$ cat src/design/arp_pkg.sv
// ----------------------------------------------------------------------------
// arp_pkg
// Shared constants, result codes and controller/datapath interface types.
// ----------------------------------------------------------------------------
package arp_pkg;

	// default table depth
	localparam int ENTRIES_DEF = 8;

	// field widths
	localparam int IP_W   = 32;
	localparam int MAC_W  = 48;
	localparam int ACT_W  = 3;
	localparam int CIDX_W = 2;

	// result action codes
	localparam logic [ACT_W-1:0] ACT_DROP      = 3'd0;
	localparam logic [ACT_W-1:0] ACT_REPLY     = 3'd1;
	localparam logic [ACT_W-1:0] ACT_UPDATED   = 3'd2;
	localparam logic [ACT_W-1:0] ACT_HIT       = 3'd3;
	localparam logic [ACT_W-1:0] ACT_BROADCAST = 3'd4;
	localparam logic [ACT_W-1:0] ACT_MISS      = 3'd5;

	// configuration register indexes
	localparam logic [CIDX_W-1:0] REG_LOCAL   = 2'd0;
	localparam logic [CIDX_W-1:0] REG_MASK    = 2'd1;
	localparam logic [CIDX_W-1:0] REG_GATEWAY = 2'd2;

	// arp header values
	localparam logic [15:0] HW_TYPE_ETH    = 16'h0001;
	localparam logic [15:0] PROTO_IPV4     = 16'h0800;
	localparam logic [7:0]  HW_LEN_ETH     = 8'd6;
	localparam logic [7:0]  PROTO_LEN_IPV4 = 8'd4;
	localparam logic [15:0] OP_REQUEST     = 16'd1;
	localparam logic [15:0] OP_REPLY       = 16'd2;

	localparam logic [IP_W-1:0]  ALL_ONES_IP  = '1;
	localparam logic [MAC_W-1:0] ALL_ONES_MAC = '1;

	// controller to datapath commands
	typedef struct packed {
		logic load;
		logic scan;
		logic write;
		logic emit;
	} cmd_t;

	// datapath to controller status
	typedef struct packed {
		logic need_scan;
		logic is_store;
		logic scan_done;
	} sts_t;

endpackage

$ cat src/design/arp_cache_next_hop_resolver_core.sv
// Sequence: a dropped packet, reply or broadcast passes the decide and out states before
// done strobes; a lookup adds the table scan, and a table store adds the scan and a write.
// Throughput: one item at a time; busy falls with the done strobe, so a new item
// can start in that cycle. For lookups and stores the serial table scan, one entry per cycle, sets it.
// Results are never held off: done is a one-cycle strobe and the receiver cannot stall.
// Reset: arst_n clears config registers and all valid bits at once; no sweep.
// ----------------------------------------------------------------------------
// arp_cache_next_hop_resolver_core
// ARP binding cache and next-hop resolver: controller plus datapath.
// ----------------------------------------------------------------------------
module arp_cache_next_hop_resolver_core #(
	parameter int ENTRIES = arp_pkg::ENTRIES_DEF
) (
	input  logic                        clk,
	input  logic                        arst_n,
	input  logic                        start,
	output logic                        busy,
	input  logic                        cfg_we,
	input  logic [arp_pkg::CIDX_W-1:0]  cfg_index,
	input  logic [arp_pkg::IP_W-1:0]    cfg_data,
	input  logic                        mode,
	input  logic                        short_frame,
	input  logic [15:0]                 hw_type,
	input  logic [15:0]                 proto_type,
	input  logic [7:0]                  hw_len,
	input  logic [7:0]                  proto_len,
	input  logic [15:0]                 opcode,
	input  logic [arp_pkg::MAC_W-1:0]   sender_mac,
	input  logic [arp_pkg::IP_W-1:0]    sender_ip,
	input  logic [arp_pkg::IP_W-1:0]    target_addr,
	input  logic [arp_pkg::IP_W-1:0]    dest_address,
	output logic                        done,
	output logic [arp_pkg::ACT_W-1:0]   action,
	output logic [arp_pkg::MAC_W-1:0]   peer_mac,
	output logic [arp_pkg::IP_W-1:0]    peer_ip
);
	import arp_pkg::*;

	cmd_t cmd;
	sts_t sts;

	// sequencer
	arp_ctrl u_ctrl (
		.clk    (clk),
		.arst_n (arst_n),
		.start  (start),
		.busy   (busy),
		.cmd    (cmd),
		.sts    (sts)
	);

	// datapath and table
	arp_dpath #(
		.ENTRIES (ENTRIES)
	) u_dpath (
		.clk          (clk),
		.arst_n       (arst_n),
		.cmd          (cmd),
		.sts          (sts),
		.cfg_we       (cfg_we),
		.cfg_index    (cfg_index),
		.cfg_data     (cfg_data),
		.mode         (mode),
		.short_frame  (short_frame),
		.hw_type      (hw_type),
		.proto_type   (proto_type),
		.hw_len       (hw_len),
		.proto_len    (proto_len),
		.opcode       (opcode),
		.sender_mac   (sender_mac),
		.sender_ip    (sender_ip),
		.target_addr  (target_addr),
		.dest_address (dest_address),
		.done         (done),
		.action       (action),
		.peer_mac     (peer_mac),
		.peer_ip      (peer_ip)
	);

endmodule

$ cat src/design/arp_ctrl.sv
// ----------------------------------------------------------------------------
// arp_ctrl
// Sequencer: decode, table scan, table write and result issue.
// ----------------------------------------------------------------------------
module arp_ctrl (
	input  logic          clk,
	input  logic          arst_n,
	input  logic          start,
	output logic          busy,
	output arp_pkg::cmd_t cmd,
	input  arp_pkg::sts_t sts
);
	import arp_pkg::*;

	typedef enum logic [2:0] {
		ST_IDLE,
		ST_DECIDE,
		ST_SCAN,
		ST_WRITE,
		ST_OUT
	} state_t;

	state_t state_q;
	logic   busy_q;

	// state and busy flag
	always_ff @(posedge clk or negedge arst_n) begin
		if (!arst_n) begin
			state_q <= ST_IDLE;
			busy_q  <= 1'b0;
		end else begin
			unique case (state_q)
				ST_IDLE: begin
					if (start) begin
						state_q <= ST_DECIDE;
						busy_q  <= 1'b1;
					end
				end
				ST_DECIDE: begin
					state_q <= sts.need_scan ? ST_SCAN : ST_OUT;
				end
				ST_SCAN: begin
					if (sts.scan_done) begin
						state_q <= sts.is_store ? ST_WRITE : ST_OUT;
					end
				end
				ST_WRITE: begin
					state_q <= ST_OUT;
				end
				ST_OUT: begin
					state_q <= ST_IDLE;
					busy_q  <= 1'b0;
				end
				default: begin
					state_q <= ST_IDLE;
					busy_q  <= 1'b0;
				end
			endcase
		end
	end

	// commands decoded from state
	always_comb begin
		cmd       = '0;
		cmd.load  = (state_q == ST_IDLE) && start;
		cmd.scan  = (state_q == ST_SCAN);
		cmd.write = (state_q == ST_WRITE);
		cmd.emit  = (state_q == ST_OUT);
	end

	assign busy = busy_q;

endmodule

$ cat src/design/arp_dpath.sv
// ----------------------------------------------------------------------------
// arp_dpath
// Item decode, config registers, binding table with serial scan, result regs.
// ----------------------------------------------------------------------------
module arp_dpath #(
	parameter int ENTRIES = arp_pkg::ENTRIES_DEF
) (
	input  logic                        clk,
	input  logic                        arst_n,
	input  arp_pkg::cmd_t               cmd,
	output arp_pkg::sts_t               sts,
	input  logic                        cfg_we,
	input  logic [arp_pkg::CIDX_W-1:0]  cfg_index,
	input  logic [arp_pkg::IP_W-1:0]    cfg_data,
	input  logic                        mode,
	input  logic                        short_frame,
	input  logic [15:0]                 hw_type,
	input  logic [15:0]                 proto_type,
	input  logic [7:0]                  hw_len,
	input  logic [7:0]                  proto_len,
	input  logic [15:0]                 opcode,
	input  logic [arp_pkg::MAC_W-1:0]   sender_mac,
	input  logic [arp_pkg::IP_W-1:0]    sender_ip,
	input  logic [arp_pkg::IP_W-1:0]    target_addr,
	input  logic [arp_pkg::IP_W-1:0]    dest_address,
	output logic                        done,
	output logic [arp_pkg::ACT_W-1:0]   action,
	output logic [arp_pkg::MAC_W-1:0]   peer_mac,
	output logic [arp_pkg::IP_W-1:0]    peer_ip
);
	import arp_pkg::*;

	localparam int IDX_W = (ENTRIES > 1) ? $clog2(ENTRIES) : 1;
	localparam logic [IDX_W-1:0] LAST_IDX = IDX_W'(ENTRIES - 1);

	typedef enum logic [2:0] {
		K_DROP,
		K_REPLY,
		K_STORE,
		K_BCAST,
		K_LOOKUP
	} kind_t;

	// configuration
	logic [IP_W-1:0] local_q, mask_q, gw_q;

	// latched item
	kind_t            kind_q;
	logic [IP_W-1:0]  key_q;
	logic [MAC_W-1:0] mac_q;

	// table storage
	logic [IP_W-1:0]  entry_ip  [ENTRIES];
	logic [MAC_W-1:0] entry_mac [ENTRIES];
	logic [ENTRIES-1:0] valid_q;

	// scan state
	logic             issue_q;
	logic [IDX_W-1:0] rd_idx_q;
	logic             cmp_en_s1, cmp_last_s1, vld_s1;
	logic [IDX_W-1:0] cmp_idx_s1;
	logic [IP_W-1:0]  ip_rd_s1;
	logic [MAC_W-1:0] mac_rd_s1;
	logic             found_q, free_q;
	logic [IDX_W-1:0] hit_idx_q, free_idx_q;
	logic [MAC_W-1:0] hit_mac_q;

	// results
	logic             done_q;
	logic [ACT_W-1:0] action_q;
	logic [MAC_W-1:0] peer_mac_q;
	logic [IP_W-1:0]  peer_ip_q;

	// decode signals
	logic             fmt_ok, bcast, route_en, off_net;
	logic [IP_W-1:0]  hop;
	kind_t            kind_d;
	logic             hit;
	logic [IDX_W-1:0] slot;

	// classify the incoming item against the current config
	always_comb begin
		fmt_ok   = !short_frame && (hw_type == HW_TYPE_ETH) && (proto_type == PROTO_IPV4)
		           && (hw_len == HW_LEN_ETH) && (proto_len == PROTO_LEN_IPV4);
		bcast    = (dest_address == ALL_ONES_IP) || (local_q == '0);
		route_en = (mask_q != '0) && (gw_q != '0);
		off_net  = (local_q & mask_q) != (dest_address & mask_q);
		hop      = (route_en && off_net && !bcast) ? gw_q : dest_address;
		if (mode) begin
			kind_d = bcast ? K_BCAST : K_LOOKUP;
		end else if (!fmt_ok) begin
			kind_d = K_DROP;
		end else if (opcode == OP_REPLY) begin
			kind_d = K_STORE;
		end else if ((opcode == OP_REQUEST) && (local_q != '0) && (target_addr == local_q)) begin
			kind_d = K_REPLY;
		end else begin
			kind_d = K_DROP;
		end
	end

	// configuration registers
	always_ff @(posedge clk or negedge arst_n) begin
		if (!arst_n) begin
			local_q <= '0;
			mask_q  <= '0;
			gw_q    <= '0;
		end else if (cfg_we) begin
			unique case (cfg_index)
				REG_LOCAL:   local_q <= cfg_data;
				REG_MASK:    mask_q  <= cfg_data;
				REG_GATEWAY: gw_q    <= cfg_data;
				default: ;
			endcase
		end
	end

	// item capture
	always_ff @(posedge clk or negedge arst_n) begin
		if (!arst_n) begin
			kind_q <= K_DROP;
		end else if (cmd.load) begin
			kind_q <= kind_d;
		end
	end

	always_ff @(posedge clk) begin
		if (cmd.load) begin
			key_q <= mode ? hop : sender_ip;
			mac_q <= sender_mac;
		end
	end

	// table read port, one entry per cycle
	always_ff @(posedge clk) begin
		ip_rd_s1   <= entry_ip[rd_idx_q];
		mac_rd_s1  <= entry_mac[rd_idx_q];
		vld_s1     <= valid_q[rd_idx_q];
		cmp_idx_s1 <= rd_idx_q;
	end

	// scan address issue
	always_ff @(posedge clk or negedge arst_n) begin
		if (!arst_n) begin
			issue_q     <= 1'b0;
			rd_idx_q    <= '0;
			cmp_en_s1   <= 1'b0;
			cmp_last_s1 <= 1'b0;
		end else if (cmd.load) begin
			issue_q     <= 1'b1;
			rd_idx_q    <= '0;
			cmp_en_s1   <= 1'b0;
			cmp_last_s1 <= 1'b0;
		end else begin
			cmp_en_s1   <= cmd.scan && issue_q;
			cmp_last_s1 <= (rd_idx_q == LAST_IDX);
			if (cmd.scan && issue_q) begin
				if (rd_idx_q == LAST_IDX) begin
					issue_q <= 1'b0;
				end else begin
					rd_idx_q <= rd_idx_q + 1'b1;
				end
			end
		end
	end

	// compare stage: first match and first free slot
	assign hit = cmp_en_s1 && vld_s1 && (ip_rd_s1 == key_q);

	always_ff @(posedge clk or negedge arst_n) begin
		if (!arst_n) begin
			found_q <= 1'b0;
			free_q  <= 1'b0;
		end else if (cmd.load) begin
			found_q <= 1'b0;
			free_q  <= 1'b0;
		end else begin
			if (hit && !found_q) begin
				found_q <= 1'b1;
			end
			if (cmp_en_s1 && !vld_s1 && !free_q) begin
				free_q <= 1'b1;
			end
		end
	end

	always_ff @(posedge clk) begin
		if (hit && !found_q) begin
			hit_idx_q <= cmp_idx_s1;
			hit_mac_q <= mac_rd_s1;
		end
		if (cmp_en_s1 && !vld_s1 && !free_q) begin
			free_idx_q <= cmp_idx_s1;
		end
	end

	// slot for a store: matching entry, else first free, else slot zero
	always_comb begin
		priority if (found_q) begin
			slot = hit_idx_q;
		end else if (free_q) begin
			slot = free_idx_q;
		end else begin
			slot = '0;
		end
	end

	// table write port
	always_ff @(posedge clk) begin
		if (cmd.write) begin
			entry_ip[slot]  <= key_q;
			entry_mac[slot] <= mac_q;
		end
	end

	always_ff @(posedge clk or negedge arst_n) begin
		if (!arst_n) begin
			valid_q <= '0;
		end else if (cmd.write) begin
			valid_q[slot] <= 1'b1;
		end
	end

	// result registers
	always_ff @(posedge clk or negedge arst_n) begin
		if (!arst_n) begin
			done_q <= 1'b0;
		end else begin
			done_q <= cmd.emit;
		end
	end

	always_ff @(posedge clk) begin
		if (cmd.emit) begin
			unique case (kind_q)
				K_REPLY: begin
					action_q   <= ACT_REPLY;
					peer_mac_q <= mac_q;
					peer_ip_q  <= key_q;
				end
				K_STORE: begin
					action_q   <= ACT_UPDATED;
					peer_mac_q <= mac_q;
					peer_ip_q  <= key_q;
				end
				K_BCAST: begin
					action_q   <= ACT_BROADCAST;
					peer_mac_q <= ALL_ONES_MAC;
					peer_ip_q  <= key_q;
				end
				K_LOOKUP: begin
					action_q   <= found_q ? ACT_HIT : ACT_MISS;
					peer_mac_q <= found_q ? hit_mac_q : '0;
					peer_ip_q  <= key_q;
				end
				default: begin
					action_q   <= ACT_DROP;
					peer_mac_q <= '0;
					peer_ip_q  <= '0;
				end
			endcase
		end
	end

	// status to controller
	always_comb begin
		sts           = '0;
		sts.need_scan = (kind_q == K_STORE) || (kind_q == K_LOOKUP);
		sts.is_store  = (kind_q == K_STORE);
		sts.scan_done = cmp_en_s1 && cmp_last_s1;
	end

	assign done     = done_q;
	assign action   = action_q;
	assign peer_mac = peer_mac_q;
	assign peer_ip  = peer_ip_q;

endmodule

$ cat config.mk
export PLATFORM = sky130hd
export DESIGN_NAME = arp_cache_next_hop_resolver_core
export DESIGN_NICKNAME = d
export VERILOG_FILES = /design/src/design/arp_pkg.sv /design/src/design/arp_cache_next_hop_resolver_core.sv /design/src/design/arp_ctrl.sv /design/src/design/arp_dpath.sv
export SDC_FILE = /design/constraint.sdc
export NUM_CORES = 1
export LEC_CHECK = 0
export ABC_CLOCK_PERIOD_IN_PS = 9970
export BUFFER_PORTS_ARGS = -buffer_cell sky130_fd_sc_hd__buf_2
export CORE_UTILIZATION = 40
export CTS_CLUSTER_DIAMETER = 100
export DETAILED_ROUTE_END_ITERATION = 8
export PLACE_DENSITY = 0.55
export RECOVER_POWER = 25
export SLEW_MARGIN = 20
export SYNTH_ARGS = -nofsm -noshare
export SYNTH_HDL_FRONTEND = slang
export SYNTH_SLANG_ARGS = --single-unit
$ cat constraint.sdc
create_clock -name clk -period 9.97 [get_ports clk]
set_input_delay 0.997 -clock clk [delete_from_list [all_inputs] [get_ports clk]]
set_output_delay 0.997 -clock clk [all_outputs]
set_load 0.05 [all_outputs]
==> out/qor.yml <==
period_needed_ps: 3400
grt_max_degree: 100
pwr-share-comb_pct: 18.7
cp.required_ps: 10270
dr.first_iter.drc_count: 1413
fmax_ghz: 0.294
clock_latency_ps: 690
die_w_um: 321
yosysWarnings: 0
finalNetCount: 2741
port_buffers: 332
pin_count: 333
synth_seq_area_share_pct: 74.9
final_max_slew_viol_count: 0
dr.pass1.iters: 5
finalHoldViolCount: 0
cts-root-buf: "clkbuf_16"
h-tree-depth: 3
die_y_um: 321
outcome: "finished, final reports clean"
synth_flop_cell: "edfxtp_1"
start_util_pct: 40.5
ctsHoldBuffers: 0
finalSetupViolCount: 0
ant_nets: 0
yosys-top-cells-area: "edfxtp_1 63%, mux4_2 9.0%, dfrtp_1 7.4%"
p_clk_share_pct: 31.6
leakage_nw: 16.1
start_kind: "flip-flop"
endpoint_kind: "flip-flop"
synth_async_sr_flop_share_pct: 11.3
grt-ovfl-total: 0
synth_largest_area_cell: "edfxtp_1"
synth.most_common_cell: "edfxtp_1"
synth_edf_count: 857
yosysUniqueCellTypes: 48
antenna_found_initial: 12
period_share_pct: 34.1
p_per_area_nw_per_um2: 259
cts_sinks: 1061
cts_tree: "done"
gp_congestion: 0.897
switching_power_w: 0.00351
tns_ps: 0
internal-power_w: 0.00878
worst_pin_slew_ps: 1080
drc: 0
numCtsBuffers: 109
worst-setup-path-type: "flip-flop to flip-flop"
fp.dieArea_um2: 103000
num_rows: 116
syn_avg_cell_area_um2: 19.2
min_path_type: "flip-flop to flip-flop"
critPathMaxFanout: 51
clk_path_buf_depth: 3
seq_area_um2: 30400
core-area_um2: 100000
synth_nets: 2361
setup_slack_ps: 6570
clock_skew_ps: 29.6
grt_setup_unrepaired: "false"
ctsResizeCount: 0
grt_pass1_vias: 22100
wirelength_um: 97600
post-place-ws_ps: 6240
routedWlPerCell_um: 24.8
post-cts-setup-buffers: 0
fill_cells: 8493
dr_total_vias: 20800
swShare_pct: 28.6
multiInputGateArea_um2: 9850
drv_cap: 0
cp_data_arrival_time_ps: 3700
ir_drop_uv: 133
relSlewSlack_pct: 27.8
yosys_register_bits: 1061
yosys-top-cells-count: "857 x edfxtp_1, 177 x mux2_2, 162 x mux4_2, 120 x dfrtp_1, 89 x xor2_1"
synth_area_um2: 40600
power_frac_seq_pct: 49.7
grt_usage_pct: 19.0
avgViaCountPerCell: 5.28
clk_pin_slew_worst_paths_ps: 60
synth_cells: 2111
dp_hpwl_um: 58500
drive_gt1_share_pct: 34.4
syn2layout_area_growth_pct: 16.7
grt_pass1_wl_um: 145000
yosysTopAreaCellShare_pct: 63.4
worst max-delay path: stages, from the launching register on:
cell      delay [ps]
edfxtp_1         520
xor2_1           240
nor4_1           620
nand4_1          140
or4_1            620
nor2_4           110
buf_4            740
state kept, by name (all words and copies together), names as in the netlist, 48 cells and up:
signal             count
u_dpath.entry_ip     256
u_dpath.entry_mac    384
u_dpath.mac_q         48
u_dpath.peer_mac      48
u_dpath.mac_rd_s1     48
u_dpath.hit_mac_q     48
cell usage in the layout (no fill, tap or decap), types with 41 or more instances in the layout:
master     Yosys  routed
edfxtp_1     857     857
dfxtp_1       84      84
nor4_1        50      49
buf_2         21     325
clkbuf_1      66      41
dfrtp_1      120     117
nand2_1       77      77
clkbuf_16      0     110
and2_1        67      66
xor2_1        89      89
mux2_2       177     177
mux4_2       162     162
a221o_1       48      48
per-layer routing:
layer  vias to the layer above  GRT usage, %  share of wire [%]
met1                     10900          24.6                 42
met2                       572          32.7                 51
li1                       9174             -                  -
met5                         -             0               0.14
met4                        20          5.00                2.2
met3                       165          3.85                5.2
through the flow:
stage | utilization [%] | instance area, um2 | power (W) | instances | hold WS [ps]
4_1_cts | 47.3 | 47400 | 0.0125 | 3936 | 399
5_1_grt | 47.3 | 47400 | 0.0128 | 3936 | 405
3_5_place_dp | 43.9 | 44000 | 0.00856 | 3737 | 389
6_report | 47.3 | 47400 | 0.0123 | 3937 | 402
2_1_floorplan | - | 40600 | 0.00769 | 2111 | 366
3_3_place_gp | 43.8 | 43900 | 0.00850 | 3736 | 386
cell type report:
class / instances / share of cell area, %
antenna: 1 / 0.00528
clock buffer: 152 / 6.29
clock inverter: 47 / 0.927
inverter: 7 / 0.0607
multi-input combinational: 941 / 20.8
sequential: 1061 / 64.2
tap: 1357 / 3.58
timing repair buffer: 371 / 4.16
cell families after synthesis:
kind of cell	Yosys count	synth area share (%)
simple gates	375	5.09
buf+inv	109	1.13
flops	1061	74.9
fa+ha+maj	2	0.0616
mux	373	14.7
xor+xnor	101	2.18
compound gates	90	1.92
worst paths after layout:
path / from / end / slack (ps) / depth (start not counted)
setup reg to reg: u_dpath.key_q[7] / u_dpath.hit_mac_q[7] / 6570 / 6
hold reg to reg: u_dpath.mac_rd_s1[40] / u_dpath.hit_mac_q[40] / 400 / 0
min in group asynchronous: arst_n / u_dpath.local_q[16] / 450 / 1
setup / recovery: u_dpath.key_q[7] / u_dpath.hit_mac_q[7] / 6570 / 6
hold / removal: u_dpath.mac_rd_s1[40] / u_dpath.hit_mac_q[40] / 400 / 0
max in group asynchronous: arst_n / u_dpath.rd_idx_q[0] / 8120 / 2
power by group through the flow:
stage	Clock (W)	Combinational, W	Sequential (W)
floorplan	0	0.00135	0.00634
global placement	0	0.00233	0.00617
detailed placement	0	0.00236	0.00620
CTS	0.00398	0.00236	0.00611
global route	0.00415	0.00248	0.00617
finish	0.00388	0.00230	0.00611
No activity file was read; power rests on OpenSTA's default activity.
